<file path="src/hw/rtl/t10pek_pkg.sv">
// Shared types, constants and helper functions for the tet10 projection element kernel.
// Used by t10pek_ctrl, t10pek_datapath and tet10_projection_element_kernel; depends on nothing.
package t10pek_pkg;

   localparam int NUM_CORNERS = 4;
   localparam int NUM_SLOTS   = 10;

   localparam logic [1:0] TRIGGER_CORNER  = 2'd3;
   localparam logic [3:0] FIRST_EDGE_SLOT = 4'd4;
   localparam logic [3:0] LAST_SLOT       = 4'd9;
   localparam logic [1:0] TOP_CHUNK       = 2'd2;

   // floor(v / 75) = (v * RECIP_75) >> 34, exact for v < 2**27
   localparam logic [27:0] RECIP_75       = 28'd229064923;
   // floor(v / 75) = (v * RECIP_75_SMALL) >> 19, exact for v < 5625
   localparam logic [12:0] RECIP_75_SMALL = 13'd6991;

   // Half of 600 * 2**32 and of 600 * 2**16, already divided by 75
   localparam logic [72:0] PROJ_ROUND = 73'd1 << 34;
   localparam logic [49:0] MASS_ROUND = 50'd1 << 18;

   typedef struct packed {
      logic [1:0]         corner;
      logic signed [15:0] coord_x;
      logic signed [15:0] coord_y;
      logic signed [15:0] coord_z;
      logic signed [23:0] corner_value;
   } req_type;

   typedef struct packed {
      logic [3:0]         slot;
      logic signed [47:0] projected;
      logic signed [47:0] mass_weight;
      logic               last;
   } rsp_type;

   typedef enum logic [3:0] {
      ST_IDLE,
      ST_DIFF,
      ST_MINOR,
      ST_DET_MUL,
      ST_DET_SUM,
      ST_MV_MUL,
      ST_MV_FIX,
      ST_ISSUE,
      ST_DRAIN
   } state_type;

   typedef struct packed {
      logic       load_corner;
      logic       calc_diff;
      logic       calc_minor;
      logic       det_mul;
      logic       det_sum;
      logic       mv_mul;
      logic       mv_fix;
      logic [1:0] mv_chunk;
      logic       issue;
      logic [3:0] issue_slot;
   } cmd_type;

   typedef struct packed {
      logic advance;
      logic pipe_busy;
   } stat_type;

   // Corner weight of a slot as a left shift: 0 for 1, 1 for 2, 2 for 4
   function automatic logic [1:0] weight_shift(input logic [3:0] slot, input logic [1:0] idx);
      logic [7:0] row;
      case (slot)
         4'd0:    row = 8'b00_00_00_10;
         4'd1:    row = 8'b00_00_10_00;
         4'd2:    row = 8'b00_10_00_00;
         4'd3:    row = 8'b10_00_00_00;
         4'd4:    row = 8'b01_01_10_10;
         4'd5:    row = 8'b01_10_10_01;
         4'd6:    row = 8'b01_10_01_10;
         4'd7:    row = 8'b10_01_01_10;
         4'd8:    row = 8'b10_01_10_01;
         4'd9:    row = 8'b10_10_01_01;
         default: row = 8'b00_00_00_00;
      endcase
      return row[{idx, 1'b0} +: 2];
   endfunction

   // Remainder of v after taking out q times 75
   function automatic logic [6:0] div75_rem(input logic [26:0] v, input logic [20:0] q);
      logic [26:0] q75;
      logic [26:0] r;
      q75 = (27'(q) << 6) + (27'(q) << 3) + (27'(q) << 1) + 27'(q);
      r   = v - q75;
      return r[6:0];
   endfunction

endpackage

</file>
<file path="src/hw/rtl/t10pek_ctrl.sv">
// Sequencer for the tet10 projection element kernel: input handshake, determinant
// steps, divide-by-75 steps, slot issue and drain. Depends on t10pek_pkg.
module t10pek_ctrl (
   input  logic                 clock,
   input  logic                 reset,
   input  logic                 req_valid,
   input  logic [1:0]           req_corner,
   output logic                 req_ready,
   input  t10pek_pkg::stat_type stat,
   output t10pek_pkg::cmd_type  cmd
);

   t10pek_pkg::state_type state_ff, state_in;
   logic [3:0] slot_ff, slot_in;
   logic [1:0] chunk_ff, chunk_in;

   always_ff @(posedge clock) begin
      if (reset) begin
         state_ff <= t10pek_pkg::ST_IDLE;
         slot_ff  <= '0;
         chunk_ff <= '0;
      end else begin
         state_ff <= state_in;
         slot_ff  <= slot_in;
         chunk_ff <= chunk_in;
      end
   end

   always_comb begin
      state_in       = state_ff;
      slot_in        = slot_ff;
      chunk_in       = chunk_ff;
      req_ready      = 1'b0;
      cmd            = '0;
      cmd.mv_chunk   = chunk_ff;
      cmd.issue_slot = slot_ff;
      case (state_ff)
         t10pek_pkg::ST_IDLE: begin
            req_ready       = 1'b1;
            cmd.load_corner = req_valid;
            if (req_valid && req_corner == t10pek_pkg::TRIGGER_CORNER) begin
               state_in = t10pek_pkg::ST_DIFF;
            end
         end
         t10pek_pkg::ST_DIFF: begin
            cmd.calc_diff = 1'b1;
            state_in      = t10pek_pkg::ST_MINOR;
         end
         t10pek_pkg::ST_MINOR: begin
            cmd.calc_minor = 1'b1;
            state_in       = t10pek_pkg::ST_DET_MUL;
         end
         t10pek_pkg::ST_DET_MUL: begin
            cmd.det_mul = 1'b1;
            state_in    = t10pek_pkg::ST_DET_SUM;
         end
         t10pek_pkg::ST_DET_SUM: begin
            cmd.det_sum = 1'b1;
            chunk_in    = t10pek_pkg::TOP_CHUNK;
            state_in    = t10pek_pkg::ST_MV_MUL;
         end
         t10pek_pkg::ST_MV_MUL: begin
            cmd.mv_mul = 1'b1;
            state_in   = t10pek_pkg::ST_MV_FIX;
         end
         t10pek_pkg::ST_MV_FIX: begin
            cmd.mv_fix = 1'b1;
            if (chunk_ff == 2'd0) begin
               slot_in  = '0;
               state_in = t10pek_pkg::ST_ISSUE;
            end else begin
               chunk_in = chunk_ff - 2'd1;
               state_in = t10pek_pkg::ST_MV_MUL;
            end
         end
         t10pek_pkg::ST_ISSUE: begin
            // issue one slot per pipeline advance
            cmd.issue = stat.advance;
            if (stat.advance) begin
               if (slot_ff == t10pek_pkg::LAST_SLOT) begin
                  state_in = t10pek_pkg::ST_DRAIN;
               end else begin
                  slot_in = slot_ff + 4'd1;
               end
            end
         end
         t10pek_pkg::ST_DRAIN: begin
            // the output register may still hold a beat; only the inner stages must empty
            if (!stat.pipe_busy) begin
               state_in = t10pek_pkg::ST_IDLE;
            end
         end
         default: begin
            state_in = t10pek_pkg::ST_IDLE;
         end
      endcase
   end

endmodule

</file>
<file path="config.mk">
export PLATFORM = sky130hd
export DESIGN_NAME = t10pek_ctrl
export DESIGN_NICKNAME = d
export VERILOG_FILES = /design/src/hw/rtl/t10pek_pkg.sv /design/src/hw/rtl/t10pek_ctrl.sv
export SDC_FILE = /design/constraint.sdc
export NUM_CORES = 1
export LEC_CHECK = 0
export BUFFER_PORTS_ARGS = -buffer_cell sky130_fd_sc_hd__buf_4
export CORE_UTILIZATION = 30
export CTS_CLUSTER_DIAMETER = 60
export DETAILED_ROUTE_END_ITERATION = 6
export MAX_ROUTING_LAYER = met4
export PLACE_DENSITY = 0.63
export SYNTH_ARGS = -nofsm -noshare
export SYNTH_HDL_FRONTEND = slang
export SYNTH_SLANG_ARGS = --single-unit
export TNS_END_PERCENT = 1
</file>
<file path="constraint.sdc">
create_clock -name clock -period 2 [get_ports clock]
set_input_delay 0.3 -clock clock [delete_from_list [all_inputs] [get_ports clock]]
set_output_delay 0.3 -clock clock [all_outputs]
set_load 0.005 [all_outputs]
</file>
* Yosys cells after proc, flatten, opt, wreduce, memory -nomap -nowiden *
Cells that the tools add are included.

word-level totals
  output and inout port bits = 15
  word-level logic and storage cells = 51
  bits of input ports = 7
  bits in registers = 10

cells by class
  $add $sub $neg = 2
  equality and inequality tests = 17
  reduce and logical (&&, ||, !) cells = 8
  mux-type cells = 21

operators with widths
  operator                                             count
  case mux 4 bit (9 select lines)                      1
  2-to-1 mux 4 bit                                     7
  equality test 4 x 3 -> 1 bit, second input constant  4
  inequality test 2 bit, second input constant         7
  2-to-1 mux 1 bit                                     9
  equality test 4 x 2 -> 1 bit, second input constant  2
  equality test 4 bit, second input constant           2
  case mux 4 bit (2 select lines)                      1
  AND reduction 4 bit                                  2
  adder 4 x 1 -> 4 bit, second input constant          1
  equality test 4 x 1 -> 1 bit, second input constant  1
  zero test 4 bit                                      1
  2-to-1 mux 2 bit                                     2
  case mux 2 bit (2 select lines)                      1
  nonzero test 2 bit                                   2
  equality test 2 bit, second input constant           1
  zero test 2 bit                                      1
  AND reduction 2 bit                                  1
  subtractor 2 x 1 -> 2 bit, second input constant     1
  logical AND 1 bit                                    1

* Longest topological paths before layout *
Gate-level depths: netlist (run 1).

  depth in word-level cells = 4
  depth in mapped cells = 7
  depth with buffers taken out = 6

* Least setup slack after synthesis (run 1) *
OpenSTA, ideal clock, no wires.

  kind = reg2reg
  start point = reg slot_ff[1]
  end point = reg slot_ff[2]
  path buffers = 1
  period minus slack after synthesis = 1867 ps
  cell stages (with the launch flop) = 8
  data required time = 1931 ps
  path slack = 133 ps
  setup time = 69 ps
  data arrival time = 1798 ps
  cell sequence = dfxtp_1 inv_1 ha_1 and3b_1 or4_1 buf_2 or4b_1 o21ai_1

on the way
  cells in the longest elaborated chain, start to end = 4
  elaborated cells on any way between the ends = 7
  classes of those cells = 1 x add/sub; 2 x eq/ne; 3 x mux; 1 x reduce/logical

ends and longest elaborated chain
  what                             line               RTL
  start: declaration               t10pek_ctrl.sv:14  logic [3:0] slot_ff, slot_in;
  start signal: assignment         t10pek_ctrl.sv:24  slot_ff <= slot_in;
  adder 4 x 1 -> 4 bit             t10pek_ctrl.sv:83  slot_in = slot_ff + 4'd1;
  2-to-1 mux 4 bit                 t10pek_ctrl.sv:80  if (slot_ff == t10pek_pkg::LAST_SLOT) begin
  2-to-1 mux 4 bit                 t10pek_ctrl.sv:79  if (stat.advance) begin
  case mux 4 bit (2 select lines)  t10pek_ctrl.sv:37  case (state_ff)

Several ways; a longest one is shown, not always the timed one. The select of a mux whose other input is x is not followed.
A chain may end at the register's enable or synchronous reset.

* Worst setup path in the final report (run 1) *
  start point = reg slot_ff[0]
  end point = reg slot_ff[2]

Same word-level chain as after synthesis.

==> results of run 1 <==
[cell families after synthesis]
kind of cell | count (synthesis)
AND/OR/NAND/NOR | 37
AO/OA/AOI/OAI | 20
buffers and inverters | 12
flip-flops | 10
adder cells (fa/ha/maj) | 3
XOR/XNOR | 1
[area by class of cell]
class                   count  area, sq um
well taps                  27         33.8
clock buffers               4         36.3
repair buffers             27          203
fillers                   220         1100
flip-flops and latches     10          200
multi-input cells          61          407
inverters                   6         22.5
[metrics by stage]
step	instance area, sq um	setup WS (ns)	std cells
after detailed placement	862	0.0466	131
final	902	0.158	135
after floorplan	654	0.133	83
after CTS	898	0.0458	135
after global placement	862	0.134	131
after global routing	902	0.0237	135
[per-layer routing]
layer  GRT usage (%)  vias to the layer above
met4            4.41                        0
met5               -                        -
met1            18.5                      299
met2            23.8                       20
met3            5.66                        2
li1                -                      345
[report_power, final]
| part | switching, mW | internal [mW] | leakage (nW) | total (mW) |
|---|---|---|---|---|
| Sequential | 0.0364 | 0.229 | 0.0810 | 0.265 |
| Clock | 0.0727 | 0.111 | 0.0210 | 0.183 |
| Combinational | 0.173 | 0.202 | 0.315 | 0.375 |
| Total | 0.282 | 0.542 | 0.417 | 0.824 |
[cell usage after synthesis (all sizes together)]
cell and count:
a211oi 1, o31ai 1, o21a 1, or3b 1, clkbuf 3, or4 1
and2 3, nor4 2, o21ai 3, a32o 1, or4b 1, nor3 5
nand4 1, a21oi 6, nor2 7, nand2 5, dfxtp 10, o32ai 1
ha 3, nand3 2, xor2 1, a211o 1, nand4b 1, inv 6
nor4bb 1, and3b 1, nand3b 1, buf 3, a31oi 2, nor3b 1
a21o 3, nand2b 4
[state kept, by name, summed over array words and instances (netlist names)]
register / cells
slot_ff: 4
state_ff: 4
chunk_ff: 2
[critical path: cells and delay by family, from the launching register on]
family,cells,cell delay (ns)
adder cells (fa/ha/maj),1,0.21
AND/OR/NAND/NOR,3,1.13
AO/OA/AOI/OAI,1,0.08
flip-flops,1,0.37
[worst min path at each step]
| stage | start | end | slack, ns |
|---|---|---|---|
| global route | reset | state_ff[0] | 0.29 |
| global placement | chunk_ff[0] | chunk_ff[0] | 0.48 |
| finish | reset | state_ff[0] | 0.29 |
| floorplan | slot_ff[2] | slot_ff[2] | 0.48 |
| detailed placement | slot_ff[2] | slot_ff[2] | 0.50 |
| CTS | reset | state_ff[0] | 0.29 |
==> insert_results.sql, run 1 <==
INSERT INTO impl_metrics (metric_group, metric, value, unit) VALUES
('run_status', 'status', 'complete, no violations', ''),
('timing', 'final.setup_skew', '0.00693', 'ns'),
('detailed_routing', 'detail_route.wl_per_cell', '11.2', 'um'),
('power_and_ir_drop', 'design_power_total', '824', 'uW'),
('floorplan', 'floorplan.io_pins', '22', ''),
('cells_and_area', 'layout_commonest_cell', 'buf_4', ''),
('place', 'gpl.final_weighted_congestion', '0.772', ''),
('setup_path', 'worst-endpoint-arrival', '2.05', 'ns'),
('clocking', 'clock_sinks', '10', ''),
('timing', 'maxClockFrequency', '0.543', 'GHz'),
('clocking', 'post_cts.repair.setup_buffers', '0', ''),
('yosys', 'synth_xor_area_share', '1.34', '%'),
('setup_path', 'crit_fanout', '8', ''),
('detailed_routing', 'route.detailed.drc', '0', ''),
('yosys', 'yosysTopAreaCell', 'dfxtp_1', ''),
('detailed_routing', 'drt-pass1-iter-count', '4', ''),
('yosys', 'net_count_of_the_mapped_netlist', '93', ''),
('grt', 'global_route_wire_length_before_repair', '2770', 'um'),
('setup_path', 'reg2reg_slack', '0.16', 'ns'),
('clocking', 'post_cts.resized_instances', '0', ''),
('timing', 'final_min_period_over_clock_period', '92.1', '%'),
('floorplan', 'rows', '16', ''),
('yosys', 'synth.top_cell.area_share', '30.6', '%'),
('yosys', 'post_synth_and_or_nand_nor_area_fraction', '34.6', '%'),
('floorplan', 'die-height', '48.7', 'um'),
('yosys', 'synthesis.instances', '83', ''),
('yosys', 'postSynthAreaPerCell', '7.88', 'sq um'),
('detailed_routing', 'via_count', '666', ''),
('cells_and_area', 'final_layout_size_suffix_gt1_share', '30.6', '%'),
('floorplan', 'initial_core_util', '32.7', '%'),
('cells_and_area', 'post-route-util', '45.1', '%'),
('clocking', 'cts_made_buffers', '3', ''),
('timing', 'setup_violations', '0', ''),
('timing', 'totalNegativeSetupSlack', '0', 'ns'),
('place', 'post-dp-hpwl', '1110', 'um'),
('yosys', 'synth_fa_ha_area_share', '5.74', '%'),
('min_path', 'tightest_hold_check_type', 'input port to register', ''),
('setup_path', 'max_stage_delay', '0.48', 'ns'),
('timing', 'worst-slew-pin-transition', '0.536', 'ns'),
('yosys', 'combinational_family_with_the_most_area_after_synthesis', 'simple AND/OR/NAND/NOR gates', ''),
('yosys', 'ys.warnings.count', '0', ''),
('floorplan', 'floorplan.die.width', '48.7', 'um'),
('timing', 'hold_ws', '0.291', 'ns'),
('clocking', 'cts_max_path_buffers', '2', ''),
('detailed_routing', 'dr.max_layer_used', 'met4', ''),
('grt', 'grt_pass1_vias', '634', ''),
('yosys', 'synthesis.area', '654', 'sq um'),
('detailed_routing', 'met3WireLength', '94', 'um'),
('yosys', 'part_of_the_yosys_area_used_for_sequential_elements', '30.6', '%'),
('floorplan', 'area_of_the_die', '2370', 'sq um'),
('timing', 'final.min_clock_period', '1.84', 'ns'),
('power_and_ir_drop', 'cellPowerDensity', '914', 'nW/um^2'),
('detailed_routing', 'drt_iter0_drc', '4', ''),
('timing', 'maxSlewHeadroom', '63.8', '%'),
('grt', 'global_route.usage.total', '15.3', '%'),
('clocking', 'clock_latency_late_sink', '0.27', 'ns'),
('power_and_ir_drop', 'leakagePower', '0.417', 'nW'),
('detailed_routing', 'routed_wl', '1510', 'um'),
('grt', 'grt_antenna_before_repair', '0', ''),
('detailed_routing', 'met2_routed_wirelength', '674', 'um'),
('setup_path', 'setup.worst_path.class', 'register to register', ''),
('detailed_routing', 'route.antenna.remaining_nets', '0', ''),
('clocking', 'htree_levels', '1', ''),
('setup_path', 'crit_path_cell_chain', 'ha_1 -> and3b_1 -> or4_4 -> or4b_1 -> o21ai_1', ''),
('min_path', 'hold_depth', '2', ''),
('cells_and_area', 'layout-area-overhead-vs-synth', '37.9', '%'),
('setup_path', 'cpMaxStageDelayCell', 'or4_4', ''),
('timing', 'setup_repair_after_global_routing_missed_its_margin', 'false', ''),
('yosys', 'distinct_cells_synth', '34', ''),
('timing', 'final-max-slew-violation-count', '0', ''),
('cells_and_area', 'layout.cells.most_common_list', '27 x buf_4, 10 x dfxtp_1, 7 x nor2_1, 6 x inv_1, 6 x a21oi_1', '');
No activity file was read; power rests on OpenSTA's default activity.
==> run 2: changes to the inputs <==
==> constraint.sdc (replaced) <==
create_clock -name clock -period 2.1 [get_ports clock]
set_input_delay 0.315 -clock clock [delete_from_list [all_inputs] [get_ports clock]]
set_output_delay 0.315 -clock clock [all_outputs]
set_load 0.005 [all_outputs]
==> insert_results.sql, run 2 (synthesized netlist as in run 1, its figures left out) <==
INSERT INTO impl_metrics (metric_group, metric, value, unit) VALUES
('run_status', 'status', 'complete, no violations', ''),
('detailed_routing', 'drt-pass1-iter-count', '3', ''),
('timing', 'setup_violations', '0', ''),
('setup_path', 'max_stage_delay', '0.61', 'ns'),
('cells_and_area', 'layout-area-overhead-vs-synth', '35.0', '%'),
('cells_and_area', 'fin_cells', '133', ''),
('power_and_ir_drop', 'ir_worst_vdd', '0.363', 'mV'),
('floorplan', 'initial_core_util', '32.7', '%'),
('min_path', 'tightest_hold_check_type', 'input port to register', ''),
('cells_and_area', 'final_layout_size_suffix_gt1_share', '28.3', '%'),
('setup_path', 'critPathTopFamily', 'simple AND/OR/NAND/NOR gates', ''),
('clocking', 'cts_tree', 'yes', ''),
('timing', 'final-max-slew-violation-count', '0', ''),
('power_and_ir_drop', 'pwr-share-clk', '22.6', '%'),
('cells_and_area', 'multi_input_logic_area', '403', 'sq um'),
('cells_and_area', 'layout_commonest_cell', 'buf_4', ''),
('timing', 'maxClockFrequency', '0.515', 'GHz'),
('place', 'post-dp-hpwl', '1090', 'um'),
('cells_and_area', 'largest_registers', 'slot_ff (4), state_ff (4), chunk_ff (2)', ''),
('power_and_ir_drop', 'power_switching', '267', 'uW'),
('floorplan', 'floorplan.io_pins', '22', ''),
('setup_path', 'worst-path-buf-inv', '0', ''),
('setup_path', 'r2r_cells', '4', ''),
('clocking', 'htree_levels', '1', ''),
('setup_path', 'worst-path-stages', '4', ''),
('power_and_ir_drop', 'design_power_total', '770', 'uW'),
('setup_path', 'required', '2.30', 'ns'),
('min_path', 'hold_depth', '2', ''),
('detailed_routing', 'detail_route.wl_per_cell', '11.1', 'um'),
('floorplan', 'floorplan.die.width', '48.7', 'um'),
('setup_path', 'critPathLaunchType', 'register', ''),
('setup_path', 'worstSetupEndpointType', 'register', ''),
('clocking', 'clock_latency_late_sink', '0.26', 'ns'),
('grt', 'grt_antenna_before_repair', '0', ''),
('setup_path', 'crit_path_cell_chain', 'nor4bb_1 -> or4_1 -> or4b_1 -> o21ai_1', ''),
('timing', 'setup_repair_after_global_routing_missed_its_margin', 'false', ''),
('power_and_ir_drop', 'power.combinational.fraction', '42.4', '%'),
('timing', 'final_min_period_over_clock_period', '92.5', '%'),
('setup_path', 'cpMaxStageDelayCell', 'or4_1', ''),
('detailed_routing', 'vias_per_cell', '4.92', ''),
('clocking', 'post_cts.repair.setup_buffers', '0', ''),
('power_and_ir_drop', 'sw_frac_of_total', '34.6', '%'),
('place', 'gpl.final_weighted_congestion', '0.886', ''),
('power_and_ir_drop', 'power.internal', '503', 'uW'),
('detailed_routing', 'drt_iter0_drc', '2', ''),
('timing', 'final.setup_skew', '0.00151', 'ns'),
('timing', 'maxSlewHeadroom', '68.0', '%'),
('place', 'preCtsSetupSlack', '0.174', 'ns'),
('clocking', 'clockRootBuffer', 'clkbuf_4', ''),
('grt', 'global_route.overflow_total', '0', ''),
('place', 'buffer_ports.inserted', '21', ''),
('clocking', 'cts_made_buffers', '3', ''),
('setup_path', 'setup.worst_path.class', 'register to register', ''),
('power_and_ir_drop', 'leakagePower', '0.405', 'nW'),
('timing', 'worst-slew-pin-transition', '0.474', 'ns'),
('power_and_ir_drop', 'pwr-share-seq', '35.0', '%'),
('floorplan', 'rows', '16', ''),
('clocking', 'clock_sinks', '10', ''),
('timing', 'final.min_clock_period', '1.94', 'ns'),
('cells_and_area', 'antennaDiodeCount', '0', ''),
('detailed_routing', 'route.detailed.drc', '0', ''),
('clocking', 'cts_max_path_buffers', '2', ''),
('grt', 'grt_max_degree', '14', ''),
('cells_and_area', 'register_area', '200', 'sq um'),
('flow_run', 'maxCapViolations', '0', ''),
('clocking', 'cts.reportedPaths.clkPinSlew', '0.07', 'ns'),
('power_and_ir_drop', 'cellPowerDensity', '872', 'nW/um^2'),
('timing', 'totalNegativeSetupSlack', '0', 'ns'),
('floorplan', 'area_of_the_die', '2370', 'sq um'),
('grt', 'grt_pass1_vias', '629', ''),
('cells_and_area', 'post-route-util', '44.1', '%'),
('detailed_routing', 'route.antenna.remaining_nets', '0', ''),
('cells_and_area', 'finish.net_count', '117', ''),
('timing', 'finalHoldViolCount', '0', ''),
('setup_path', 'crit_fanout', '12', ''),
('detailed_routing', 'via_count', '654', ''),
('clocking', 'cts-hold-fix-buffers', '0', ''),
('place', 'place.detailed.instances', '129', ''),
('cells_and_area', 'num-fill-cells', '222', ''),
('grt', 'global_route.usage.total', '14.3', '%'),
('detailed_routing', 'routed_wl', '1470', 'um'),
('timing', 'setup_ws', '0.157', 'ns'),
('floorplan', 'die-height', '48.7', 'um'),
('cells_and_area', 'layout.cells.most_common_list', '25 x buf_4, 10 x dfxtp_1, 7 x nor2_1, 6 x inv_1, 6 x a21oi_1', ''),
('grt', 'global_route_wire_length_before_repair', '2590', 'um'),
('setup_path', 'worst-endpoint-arrival', '2.14', 'ns'),
('clocking', 'post_cts.resized_instances', '0', ''),
('floorplan', 'fp.coreArea', '2000', 'sq um');
## run 2: final cells by class
class / instances / area share [%]
repair buffers: 25 / 21.2
clock buffers: 4 / 4.11
well taps: 27 / 3.82
flip-flops and latches: 10 / 22.7
multi-input cells: 61 / 45.6
inverters: 6 / 2.55
## run 2: layer usage
layer	track usage [%]	vias up	share of wire (%)
li1	-	341	-
met1	17.1	295	48
met2	22.2	16	46
met3	2.20	2	5.4
met4	8.82	0	0.68
met5	-	-	0
## run 2: worst reg2reg max path, stage by stage (launching register included)
cell and delay (ns):
dfxtp_1 0.54, nor4bb_1 0.15, or4_1 0.61, or4b_1 0.49
o21ai_1 0.08
## run 2: per-stage QoR
step	instance area, sq um	hold WS, ns
2_1_floorplan	654	0.477
3_3_place_gp	847	0.484
3_5_place_dp	847	0.495
4_1_cts	883	0.305
5_1_grt	883	0.325
6_report	883	0.322
## run 2: final timing paths
check	to	start	slack [ns]
worst max-delay path	slot_ff[2]	state_ff[3]	0.16
worst min-delay path	slot_ff[1]	reset	0.32
worst max register to register	slot_ff[2]	state_ff[3]	0.16
worst min register to register	slot_ff[2]	slot_ff[2]	0.51
## run 2: power groups by stage
| stage | sequential (mW) | combinational, mW | clock, mW |
|---|---|---|---|
| final | 0.270 | 0.326 | 0.174 |
| after global routing | 0.277 | 0.369 | 0.188 |
| after CTS | 0.270 | 0.330 | 0.182 |
| after detailed placement | 0.274 | 0.328 | 0 |
| after global placement | 0.272 | 0.320 | 0 |
| after floorplan | 0.241 | 0.239 | 0 |
